--- src/cpts_pkg.sv ---
`timescale 1ns / 1ps

package cpts_pkg;

  localparam int TASK_SLOTS = 64;
  localparam int IDX_W      = $clog2(TASK_SLOTS);
  localparam int SLOT_W     = 6;

  localparam logic [IDX_W-1:0] LAST_IDX = IDX_W'(TASK_SLOTS - 1);

  typedef enum logic [2:0] {
    ACT_TICK  = 3'd0,
    ACT_YIELD = 3'd1,
    ACT_EXIT  = 3'd2,
    ACT_LOAD  = 3'd3,
    ACT_POFF  = 3'd4,
    ACT_PON   = 3'd5
  } action_e;

  typedef enum logic [1:0] {
    ST_IDLE,
    ST_RD,
    ST_SCAN,
    ST_FIN
  } state_e;

  typedef struct packed {
    logic [2:0]  action;
    logic [5:0]  slot;
    logic [7:0]  load_priority;
    logic [14:0] load_counter;
    logic        load_running;
  } in_word_t;

  typedef struct packed {
    logic [5:0] current_task;
    logic [5:0] previous_task;
    logic       switched;
    logic       none_runnable;
  } out_word_t;

  // one table row per slot
  typedef struct packed {
    logic               valid;
    logic               running;
    logic signed [15:0] counter;
    logic [7:0]         prio;
    logic [7:0]         preempt;
  } entry_t;

  localparam int ENTRY_W = $bits(entry_t);

  function automatic logic signed [15:0] sat16(input logic signed [16:0] v);
    logic signed [15:0] r;
    if (v > 17'sd32767) begin
      r = 16'sh7FFF;
    end else if (v < -17'sd32768) begin
      r = 16'sh8000;
    end else begin
      r = signed'(v[15:0]);
    end
    return r;
  endfunction

  function automatic entry_t reset_entry(input logic is_slot0);
    entry_t e;
    e = '0;
    if (is_slot0) begin
      e.valid   = 1'b1;
      e.running = 1'b1;
      e.prio    = 8'd1;
    end
    return e;
  endfunction

  function automatic logic [SLOT_W-1:0] idx_to_slot(input logic [IDX_W-1:0] idx);
    logic [IDX_W+SLOT_W-1:0] t;
    t = {{SLOT_W{1'b0}}, idx};
    return t[SLOT_W-1:0];
  endfunction

  function automatic logic [IDX_W-1:0] slot_to_idx(input logic [SLOT_W-1:0] s);
    logic [IDX_W+SLOT_W-1:0] t;
    t = {{IDX_W{1'b0}}, s};
    return t[IDX_W-1:0];
  endfunction

endpackage

--- src/counter_priority_task_scheduler.sv ---
`timescale 1ns / 1ps
// Epoch-counter task scheduler over a table of TASK_SLOTS slots.
// Input channel (in_valid_i / in_stall_o) takes one action word at a time:
// tick, yield, exit, load slot, preempt off, preempt on. Every word gives
// exactly one result word on the output channel (out_valid_o / out_stall_i):
// current and previous slot, a switch flag and a none-runnable flag.
// The slot table sits in one RAM, one row per slot, read-modify-write.
// Load and unknown actions go straight to the result; preempt off/on and a
// tick that does not reschedule update the current row. Rescheduling actions
// scan the RAM read port linearly, one slot per cycle, with a second scan as
// a recharge round when the best runnable counter is zero.
// One word is in work at a time; in_stall_o is high until its result is
// handed to the output register. A stalled result holds in that register
// while the next word is taken and worked on.
// Reset: slot 0 valid and running with priority 1, all else zero, current
// slot 0. Per-slot written flags clear at once, so no clearing pass runs.

module counter_priority_task_scheduler (
  input  logic                clk_i,
  input  logic                rst_ni,
  input  logic                in_valid_i,
  output logic                in_stall_o,
  input  cpts_pkg::in_word_t  in_word_i,
  output logic                out_valid_o,
  input  logic                out_stall_i,
  output cpts_pkg::out_word_t out_word_o
);

  cpts_pkg::state_e state_q, state_d;

  logic [2:0]                     act_q, act_d;
  logic [cpts_pkg::IDX_W-1:0]     cur_q, cur_d;
  logic [cpts_pkg::IDX_W-1:0]     prev_q, prev_d;
  logic                           none_q, none_d;
  logic [cpts_pkg::IDX_W-1:0]     idx_q, idx_d;
  logic                           iss_q, iss_d;
  logic                           pass_q, pass_d;
  logic signed [15:0]             best_q, best_d;
  logic [cpts_pkg::IDX_W-1:0]     pick_q, pick_d;
  logic                           rd_vld_q;
  logic [cpts_pkg::IDX_W-1:0]     rd_addr_q;
  logic                           rd_init_q;
  logic [cpts_pkg::TASK_SLOTS-1:0] init_q;
  logic                           out_valid_q, out_valid_d;
  cpts_pkg::out_word_t            out_q, out_d;

  logic                           ram_we, ram_re;
  logic [cpts_pkg::IDX_W-1:0]     ram_waddr, ram_raddr;
  cpts_pkg::entry_t               ram_wdata;
  logic [cpts_pkg::ENTRY_W-1:0]   ram_rdata;
  cpts_pkg::entry_t               entry_rd;

  logic in_acc;

  cpts_ram #(
    .WIDTH (cpts_pkg::ENTRY_W),
    .DEPTH (cpts_pkg::TASK_SLOTS)
  ) u_table (
    .clk_i   (clk_i),
    .we_i    (ram_we),
    .waddr_i (ram_waddr),
    .wdata_i (ram_wdata),
    .re_i    (ram_re),
    .raddr_i (ram_raddr),
    .rdata_o (ram_rdata)
  );

  // rows never written read as their reset value
  assign entry_rd = rd_init_q ? cpts_pkg::entry_t'(ram_rdata)
                              : cpts_pkg::reset_entry(rd_addr_q == '0);

  assign in_stall_o  = (state_q != cpts_pkg::ST_IDLE);
  assign in_acc      = in_valid_i && !in_stall_o;
  assign out_valid_o = out_valid_q;
  assign out_word_o  = out_q;

  always_comb begin
    cpts_pkg::entry_t   wr;
    logic signed [16:0] t;
    logic signed [15:0] dec;
    logic signed [15:0] cnt;
    logic signed [15:0] best_n;
    logic [cpts_pkg::IDX_W-1:0] pick_n;
    logic               go_pick;
    logic               found;

    state_d     = state_q;
    act_d       = act_q;
    cur_d       = cur_q;
    prev_d      = prev_q;
    none_d      = none_q;
    idx_d       = idx_q;
    iss_d       = iss_q;
    pass_d      = pass_q;
    best_d      = best_q;
    pick_d      = pick_q;
    out_d       = out_q;
    out_valid_d = out_valid_q && out_stall_i;

    ram_re    = 1'b0;
    ram_raddr = cur_q;
    ram_we    = 1'b0;
    ram_waddr = cur_q;
    ram_wdata = entry_rd;

    wr      = entry_rd;
    t       = '0;
    dec     = '0;
    cnt     = entry_rd.counter;
    best_n  = best_q;
    pick_n  = pick_q;
    go_pick = 1'b0;
    found   = 1'b0;

    case (state_q)
      cpts_pkg::ST_IDLE: begin
        if (in_acc) begin
          act_d  = in_word_i.action;
          prev_d = cur_q;
          none_d = 1'b0;
          case (in_word_i.action)
            cpts_pkg::ACT_TICK, cpts_pkg::ACT_YIELD, cpts_pkg::ACT_EXIT,
            cpts_pkg::ACT_POFF, cpts_pkg::ACT_PON: begin
              ram_re    = 1'b1;
              ram_raddr = cur_q;
              state_d   = cpts_pkg::ST_RD;
            end
            cpts_pkg::ACT_LOAD: begin
              if (int'(in_word_i.slot) < cpts_pkg::TASK_SLOTS) begin
                ram_we            = 1'b1;
                ram_waddr         = cpts_pkg::slot_to_idx(in_word_i.slot);
                ram_wdata.valid   = 1'b1;
                ram_wdata.running = in_word_i.load_running;
                ram_wdata.counter = signed'({1'b0, in_word_i.load_counter});
                ram_wdata.prio    = in_word_i.load_priority;
                ram_wdata.preempt = 8'd0;
              end
              state_d = cpts_pkg::ST_FIN;
            end
            default: begin
              state_d = cpts_pkg::ST_FIN;
            end
          endcase
        end
      end

      cpts_pkg::ST_RD: begin
        case (act_q)
          cpts_pkg::ACT_TICK: begin
            t   = {entry_rd.counter[15], entry_rd.counter};
            t   = t - 17'sd1;
            dec = cpts_pkg::sat16(t);
            if (dec > 16'sd0 || entry_rd.preempt != 8'd0) begin
              wr.counter = dec;
            end else begin
              wr.counter = 16'sd0;
              go_pick    = 1'b1;
            end
          end
          cpts_pkg::ACT_YIELD: begin
            wr.counter = 16'sd0;
            go_pick    = 1'b1;
          end
          cpts_pkg::ACT_EXIT: begin
            wr.running = 1'b0;
            wr.counter = 16'sd0;
            go_pick    = 1'b1;
          end
          cpts_pkg::ACT_POFF: begin
            if (entry_rd.preempt != 8'hFF) begin
              wr.preempt = entry_rd.preempt + 8'd1;
            end
          end
          cpts_pkg::ACT_PON: begin
            if (entry_rd.preempt != 8'd0) begin
              wr.preempt = entry_rd.preempt - 8'd1;
            end
          end
          default: begin
          end
        endcase
        ram_we    = 1'b1;
        ram_waddr = cur_q;
        ram_wdata = wr;
        if (go_pick) begin
          idx_d   = '0;
          iss_d   = 1'b1;
          pass_d  = 1'b0;
          best_d  = -16'sd1;
          pick_d  = '0;
          state_d = cpts_pkg::ST_SCAN;
        end else begin
          state_d = cpts_pkg::ST_FIN;
        end
      end

      cpts_pkg::ST_SCAN: begin
        if (iss_q) begin
          ram_re    = 1'b1;
          ram_raddr = idx_q;
          if (idx_q == cpts_pkg::LAST_IDX) begin
            iss_d = 1'b0;
          end else begin
            idx_d = idx_q + 1'b1;
          end
        end
        if (rd_vld_q) begin
          // recharge pass rewrites each valid row in the cycle after its read
          if (pass_q && entry_rd.valid) begin
            t = {{2{entry_rd.counter[15]}}, entry_rd.counter[15:1]}
                + {9'd0, entry_rd.prio};
            cnt = cpts_pkg::sat16(t);
            wr.counter = cnt;
            ram_we     = 1'b1;
            ram_waddr  = rd_addr_q;
            ram_wdata  = wr;
          end
          if (entry_rd.valid && entry_rd.running && cnt > best_q) begin
            best_n = cnt;
            pick_n = rd_addr_q;
          end
          best_d = best_n;
          pick_d = pick_n;
          if (rd_addr_q == cpts_pkg::LAST_IDX) begin
            found = !best_n[15];
            if (!pass_q && found && best_n == 16'sd0) begin
              pass_d = 1'b1;
              idx_d  = '0;
              iss_d  = 1'b1;
              best_d = -16'sd1;
              pick_d = '0;
            end else begin
              cur_d   = found ? pick_n : '0;
              none_d  = !found;
              state_d = cpts_pkg::ST_FIN;
            end
          end
        end
      end

      cpts_pkg::ST_FIN: begin
        if (!out_valid_q || !out_stall_i) begin
          out_valid_d         = 1'b1;
          out_d.current_task  = cpts_pkg::idx_to_slot(cur_q);
          out_d.previous_task = cpts_pkg::idx_to_slot(prev_q);
          out_d.switched      = (cur_q != prev_q);
          out_d.none_runnable = none_q;
          state_d             = cpts_pkg::ST_IDLE;
        end
      end

      default: begin
        state_d = cpts_pkg::ST_IDLE;
      end
    endcase
  end

  always_ff @(posedge clk_i or negedge rst_ni) begin
    if (!rst_ni) begin
      state_q <= cpts_pkg::ST_IDLE;
    end else begin
      state_q <= state_d;
    end
  end

  always_ff @(posedge clk_i or negedge rst_ni) begin
    if (!rst_ni) begin
      cur_q       <= '0;
      iss_q       <= 1'b0;
      pass_q      <= 1'b0;
      rd_vld_q    <= 1'b0;
      init_q      <= '0;
      out_valid_q <= 1'b0;
    end else begin
      cur_q       <= cur_d;
      iss_q       <= iss_d;
      pass_q      <= pass_d;
      rd_vld_q    <= ram_re;
      out_valid_q <= out_valid_d;
      if (ram_we) begin
        init_q[ram_waddr] <= 1'b1;
      end
    end
  end

  always_ff @(posedge clk_i) begin
    act_q  <= act_d;
    prev_q <= prev_d;
    none_q <= none_d;
    idx_q  <= idx_d;
    best_q <= best_d;
    pick_q <= pick_d;
    out_q  <= out_d;
    if (ram_re) begin
      rd_addr_q <= ram_raddr;
      rd_init_q <= init_q[ram_raddr];
    end
  end

endmodule

--- src/cpts_ram.sv ---
`timescale 1ns / 1ps

module cpts_ram #(
  parameter int WIDTH = 8,
  parameter int DEPTH = 16
) (
  input  logic                     clk_i,
  input  logic                     we_i,
  input  logic [$clog2(DEPTH)-1:0] waddr_i,
  input  logic [WIDTH-1:0]         wdata_i,
  input  logic                     re_i,
  input  logic [$clog2(DEPTH)-1:0] raddr_i,
  output logic [WIDTH-1:0]         rdata_o
);

  logic [WIDTH-1:0] mem [DEPTH];
  logic [WIDTH-1:0] rdata_q;

  always_ff @(posedge clk_i) begin
    if (we_i) begin
      mem[waddr_i] <= wdata_i;
    end
    if (re_i) begin
      rdata_q <= mem[raddr_i];
    end
  end

  assign rdata_o = rdata_q;

endmodule

--- config.mk ---
export PLATFORM = sky130hd
export DESIGN_NAME = counter_priority_task_scheduler
export DESIGN_NICKNAME = d
export VERILOG_FILES = /design/src/cpts_pkg.sv /design/src/counter_priority_task_scheduler.sv /design/src/cpts_ram.sv
export SDC_FILE = /design/constraint.sdc
export NUM_CORES = 2
export LEC_CHECK = 0
export BUFFER_PORTS_ARGS = -buffer_cell sky130_fd_sc_hd__buf_4
export CAP_MARGIN = 20
export CELL_PAD_IN_SITES_DETAIL_PLACEMENT = 0
export CELL_PAD_IN_SITES_GLOBAL_PLACEMENT = 1
export CORE_MARGIN = 2
export CORE_UTILIZATION = 55
export CTS_CLUSTER_SIZE = 20
export DETAILED_ROUTE_END_ITERATION = 10
export GPL_ROUTABILITY_DRIVEN = 0
export PLACE_DENSITY = 0.85
export SLEW_MARGIN = 10
export SYNTH_ARGS = -nofsm -noshare
export SYNTH_HDL_FRONTEND = slang
export SYNTH_SLANG_ARGS = --single-unit
--- constraint.sdc ---
create_clock -name clk_i -period 19.1 [get_ports clk_i]
set_input_delay 5.73 -clock clk_i [delete_from_list [all_inputs] [get_ports clk_i]]
set_output_delay 5.73 -clock clk_i [all_outputs]
set_load 0.02 [all_outputs]
==> results.sh <==
export IMPL_status="finished, final reports clean"
export IMPL_cts_resized=0
export IMPL_htreeDepth=4
export IMPL_fin_crit_sh=0.467
export IMPL_worstPathArrival_ns=9.43
export IMPL_final_nets=7809
export IMPL_synth_edf_count=2269
export IMPL_cts_clk_slew_worst_paths_ns=0.06
export IMPL_cp_start_kind="input port"
export IMPL_hold_viol_final=0
export IMPL_ys_flop_type="edfxtp_1"
export IMPL_dpl_instance_area_um2=100000
export IMPL_drtAntennaViolNets=0
export IMPL_synthArstFlopShare=0.0324
export IMPL_drv_slew=0
export IMPL_drt_iter0_drc=10297
export IMPL_finalSetupViolCount=0
export IMPL_rsz0062_at_grt="false"
export IMPL_crit_buf_inv=3
export IMPL_synth_seq_area_share=0.726
export IMPL_hold_class="register to register"
export IMPL_reg2reg_from="rd_addr_q[2]$_DFFE_PP_"
export IMPL_clk_latency_ns=0.88
export IMPL_worst_slew_pin_slew_ns=1.21
export IMPL_antenna_found_initial=16
export IMPL_startpoint="in_word_i[31]"
export IMPL_r2r_end="best_q[13]$_SDFFCE_PN1P_"
export IMPL_syn_area_um2=96400
export IMPL_rows=153
export IMPL_grt_start_max_net_pins=173
export IMPL_r2r_slack_ns=11.52
export IMPL_start_util=0.554
export IMPL_vias_per_cell=6.37
export IMPL_critPathCapture="u_table.mem[32][23]$_DFFE_PP_"
export IMPL_cp_max_fo=30
export IMPL_powerDensity_nw_per_um2=162
export IMPL_relSlewSlack=0.191
export IMPL_synth_distinct_cells=78
export IMPL_leakagePower_nw=37.4
export IMPL_layout_min_cycle_time_ns=8.92
export IMPL_wire_per_inst_um=27.0
export IMPL_grt_pass1_wl_um=405000
export IMPL_die_h_um=423
export IMPL_path_cells="buf_4 -> nand4_1 -> nor2_2 -> buf_4 -> a21oi_1 -> a21o_1 -> a222oi_1 -> nand2_1 -> nor2_1 -> nand2_1 -> nor2_4 -> buf_4"
export IMPL_slowest_delay_ns=0.79
export IMPL_cts_hold_buffers=0
export IMPL_drt_total_wl_um=277000
export IMPL_filler_cell_count=12885
export IMPL_ys_ff_latch=2345
export IMPL_cpLargestDelayFamily="simple AND/OR/NAND/NOR gates"
export IMPL_crit_top_cell="buf_4"
export IMPL_drive_gt1_frac=0.0956
export IMPL_cts_tree="done"
export IMPL_regArea_um2=70000
export IMPL_yosysWarnings=0
export IMPL_synthCells=7809
export IMPL_vias=65371
export IMPL_slowest_stage="nor2_4"
export IMPL_area_growth_synth_to_final_pct=11.6
export IMPL_ios=53
export IMPL_cts_sinks=2345
export IMPL_fmax_mhz=112
export IMPL_grtUsageTotal=0.305
export IMPL_core_area_um2=174000
export IMPL_tns_ns=0
export IMPL_drv_cap=0
export IMPL_total_power_mw=17.5
export IMPL_synth_net_count=7881
export IMPL_path_depth=12
export IMPL_post_route_util=0.618
export IMPL_worstPathRequired_ns=19.61
export IMPL_grt_pass1_vias=61892
export IMPL_place_hpwl_um=156000
export IMPL_reg2reg_depth=23
export IMPL_die_area_um2=179000
export IMPL_cts_root_buf="clkbuf_16"
export IMPL_skew_ns=0.0402
export IMPL_syn_avg_cell_area_um2=12.3
export IMPL_first_pass_iters=7
export IMPL_postCtsSetupBuffers=0
export IMPL_multiInputGateArea_um2=25100
export IMPL_endpoint_kind="register"
export IMPL_crit_type="input port to register"
export IMPL_overflow=0
export IMPL_final_cell_area_um2=108000
export IMPL_clock_path_buffers=3
export IMPL_port_buffers=52
export IMPL_drc_errors=0
export IMPL_die_w_um=423
export IMPL_numCtsBuffers=225
export IMPL_ir_drop_v=0.000152
worst min path at each step:
stage / start / endpoint / slack, ns / cells past startpoint
6_report: none_q$_SDFFCE_PN0P_ / out_word_o[0]$_DFFE_PP_ / 0.44 / 0
3_3_place_gp: none_q$_SDFFCE_PN0P_ / out_word_o[0]$_DFFE_PP_ / 0.41 / 0
2_1_floorplan: none_q$_SDFFCE_PN0P_ / out_word_o[0]$_DFFE_PP_ / 0.40 / 0
4_1_cts: none_q$_SDFFCE_PN0P_ / out_word_o[0]$_DFFE_PP_ / 0.45 / 0
5_1_grt: none_q$_SDFFCE_PN0P_ / out_word_o[0]$_DFFE_PP_ / 0.45 / 0
3_5_place_dp: none_q$_SDFFCE_PN0P_ / out_word_o[0]$_DFFE_PP_ / 0.44 / 0
report_power, final:
group | leakage (nW) | switching (mW) | internal [mW]
combinational | 12.1 | 4.73 | 1.32
clock | 3.48 | 1.91 | 2.41
sequential | 21.8 | 0.134 | 6.97
worst reg2reg max path, cell delays in order (launching register included):
cell and delay [ns]:
edfxtp_1 0.45, or4_4 0.60, or4_4 0.51, nand2_1 0.16, ha_1 0.21, inv_1 0.07, fa_1 0.44, nand2b_1 0.21
a21oi_1 0.24, o21ai_0 0.27, o21ai_0 0.23, nand3_1 0.11, a221oi_1 0.75, ha_1 0.24, nand4_1 0.14, nor3_1 0.37
a22oi_1 0.16, and4_1 0.25, nor2_2 0.16, nor4_2 0.07, nor3b_1 0.16, o221a_2 0.39, a21oi_2 0.87, o21ai_0 0.22
layer usage:
layer  GRT usage  up-vias  routed length (um)
li1            -    28570                   -
met1       0.417    32440              105000
met2       0.464     3704              127000
met3      0.0713      647               30800
met4       0.149       10               14700
met5     0.00269        -                 124
flip-flops by register name (all words and copies together), names as in the netlist:
| signal | count |
|---|---|
| state_q | 2 |
| u_table.mem | 2176 |
| rd_addr_q | 6 |
| pick_q | 6 |
| rd_init_q | 1 |
| iss_q | 1 |
| prev_q | 6 |
| init_q | 64 |
| best_q | 16 |
| none_q | 1 |
| out_valid_o | 1 |
| rd_vld_q | 1 |
| act_q | 3 |
| out_word_o | 14 |
| u_table.rdata_o | 34 |
| pass_q | 1 |
| idx_q | 6 |
| cur_q | 6 |
cells in the mapped netlist, drive strengths merged, types with 5 or more instances:
library cell  instances  area (um^2)
a21o                  8         60.1
a21oi               151          767
a221oi                9         78.8
a22o                  7         61.3
a22oi                 8         60.1
a2bb2oi               5         43.8
a311oi              387         3400
a31oi                49          307
and2                 21          131
and3                149          932
buf                  32          145
clkbuf              507         1900
dfrtp                76         1900
edfxtp             2269        68100
ha                   34          425
inv                  51          191
mux2i                28          280
nand2              2369         8890
nand2b                7         43.8
nand3              1147         5740
nand4                14         87.6
nor2                121          457
nor2b                12         75.1
nor3                 51          255
nor4                 14          106
o211ai               10         75.1
o21a                 12         90.1
o21ai                83          419
o22ai                 8         50.1
o41ai                 8         70.1
or2                  67          419
or3                  14         87.6
or4                   6         52.6
xnor2                14          123
xor2                  5         43.8
placed cells by master (no fill, tap or decap), types with 11 or more instances in the layout:
cell	Yosys	routed
clkinv_1	3	53
a31oi_1	49	47
clkbuf_16	0	226
nor2_1	120	55
buf_12	0	25
xnor2_1	14	14
edfxtp_1	2269	2269
bufinv_16	0	14
buf_4	3	210
ha_1	34	33
and3_1	149	149
clkbuf_1	507	58
or2_2	67	67
nor2b_1	12	11
nor3_1	51	49
and2_1	21	21
a311oi_1	386	382
nand4_1	14	14
nand3_1	1147	1147
or3_1	14	14
clkinv_2	0	38
a21oi_1	148	139
nor2_4	0	64
nand2_1	2368	2367
inv_1	51	50
nor4_1	11	11
mux2i_1	28	22
dfrtp_1	76	76
o21ai_0	81	77
per-stage QoR:
| step | instances | worst slack [ns] | hold WS [ns] |
|---|---|---|---|
| final | 10263 | 10.18 | 0.436 |
| after global routing | 10258 | 10.03 | 0.447 |
| after CTS | 10247 | 10.31 | 0.450 |
| after detailed placement | 9824 | 9.41 | 0.435 |
| after global placement | 9818 | 9.45 | 0.409 |
| after floorplan | 7809 | 8.99 | 0.400 |
logic make-up (layout without fill, tap and decap cells):
| kind of cell | Yosys count | count (layout) | share of synthesized area |
|---|---|---|---|
| XOR/XNOR | 19 | 19 | 0.00173 |
| adder cells (fa/ha/maj) | 35 | 35 | 0.00462 |
| AO/OA/AOI/OAI | 777 | 777 | 0.0598 |
| buffers and inverters | 593 | 717 | 0.0233 |
| multiplexers | 31 | 31 | 0.00326 |
| flip-flops | 2345 | 2345 | 0.726 |
| other | 0 | 5 | 0 |
| AND/OR/NAND/NOR | 4009 | 4009 | 0.181 |
final cells by class:
cell class | instances | area share
timing repair buffer | 240 | 0.0201
sequential | 2345 | 0.651
multi-input combinational | 4871 | 0.233
antenna | 5 | 0.000116
clock buffer | 294 | 0.0559
inverter | 54 | 0.00207
tap | 2325 | 0.0270
clock inverter | 129 | 0.0105
No activity file was read; power rests on OpenSTA's default activity.
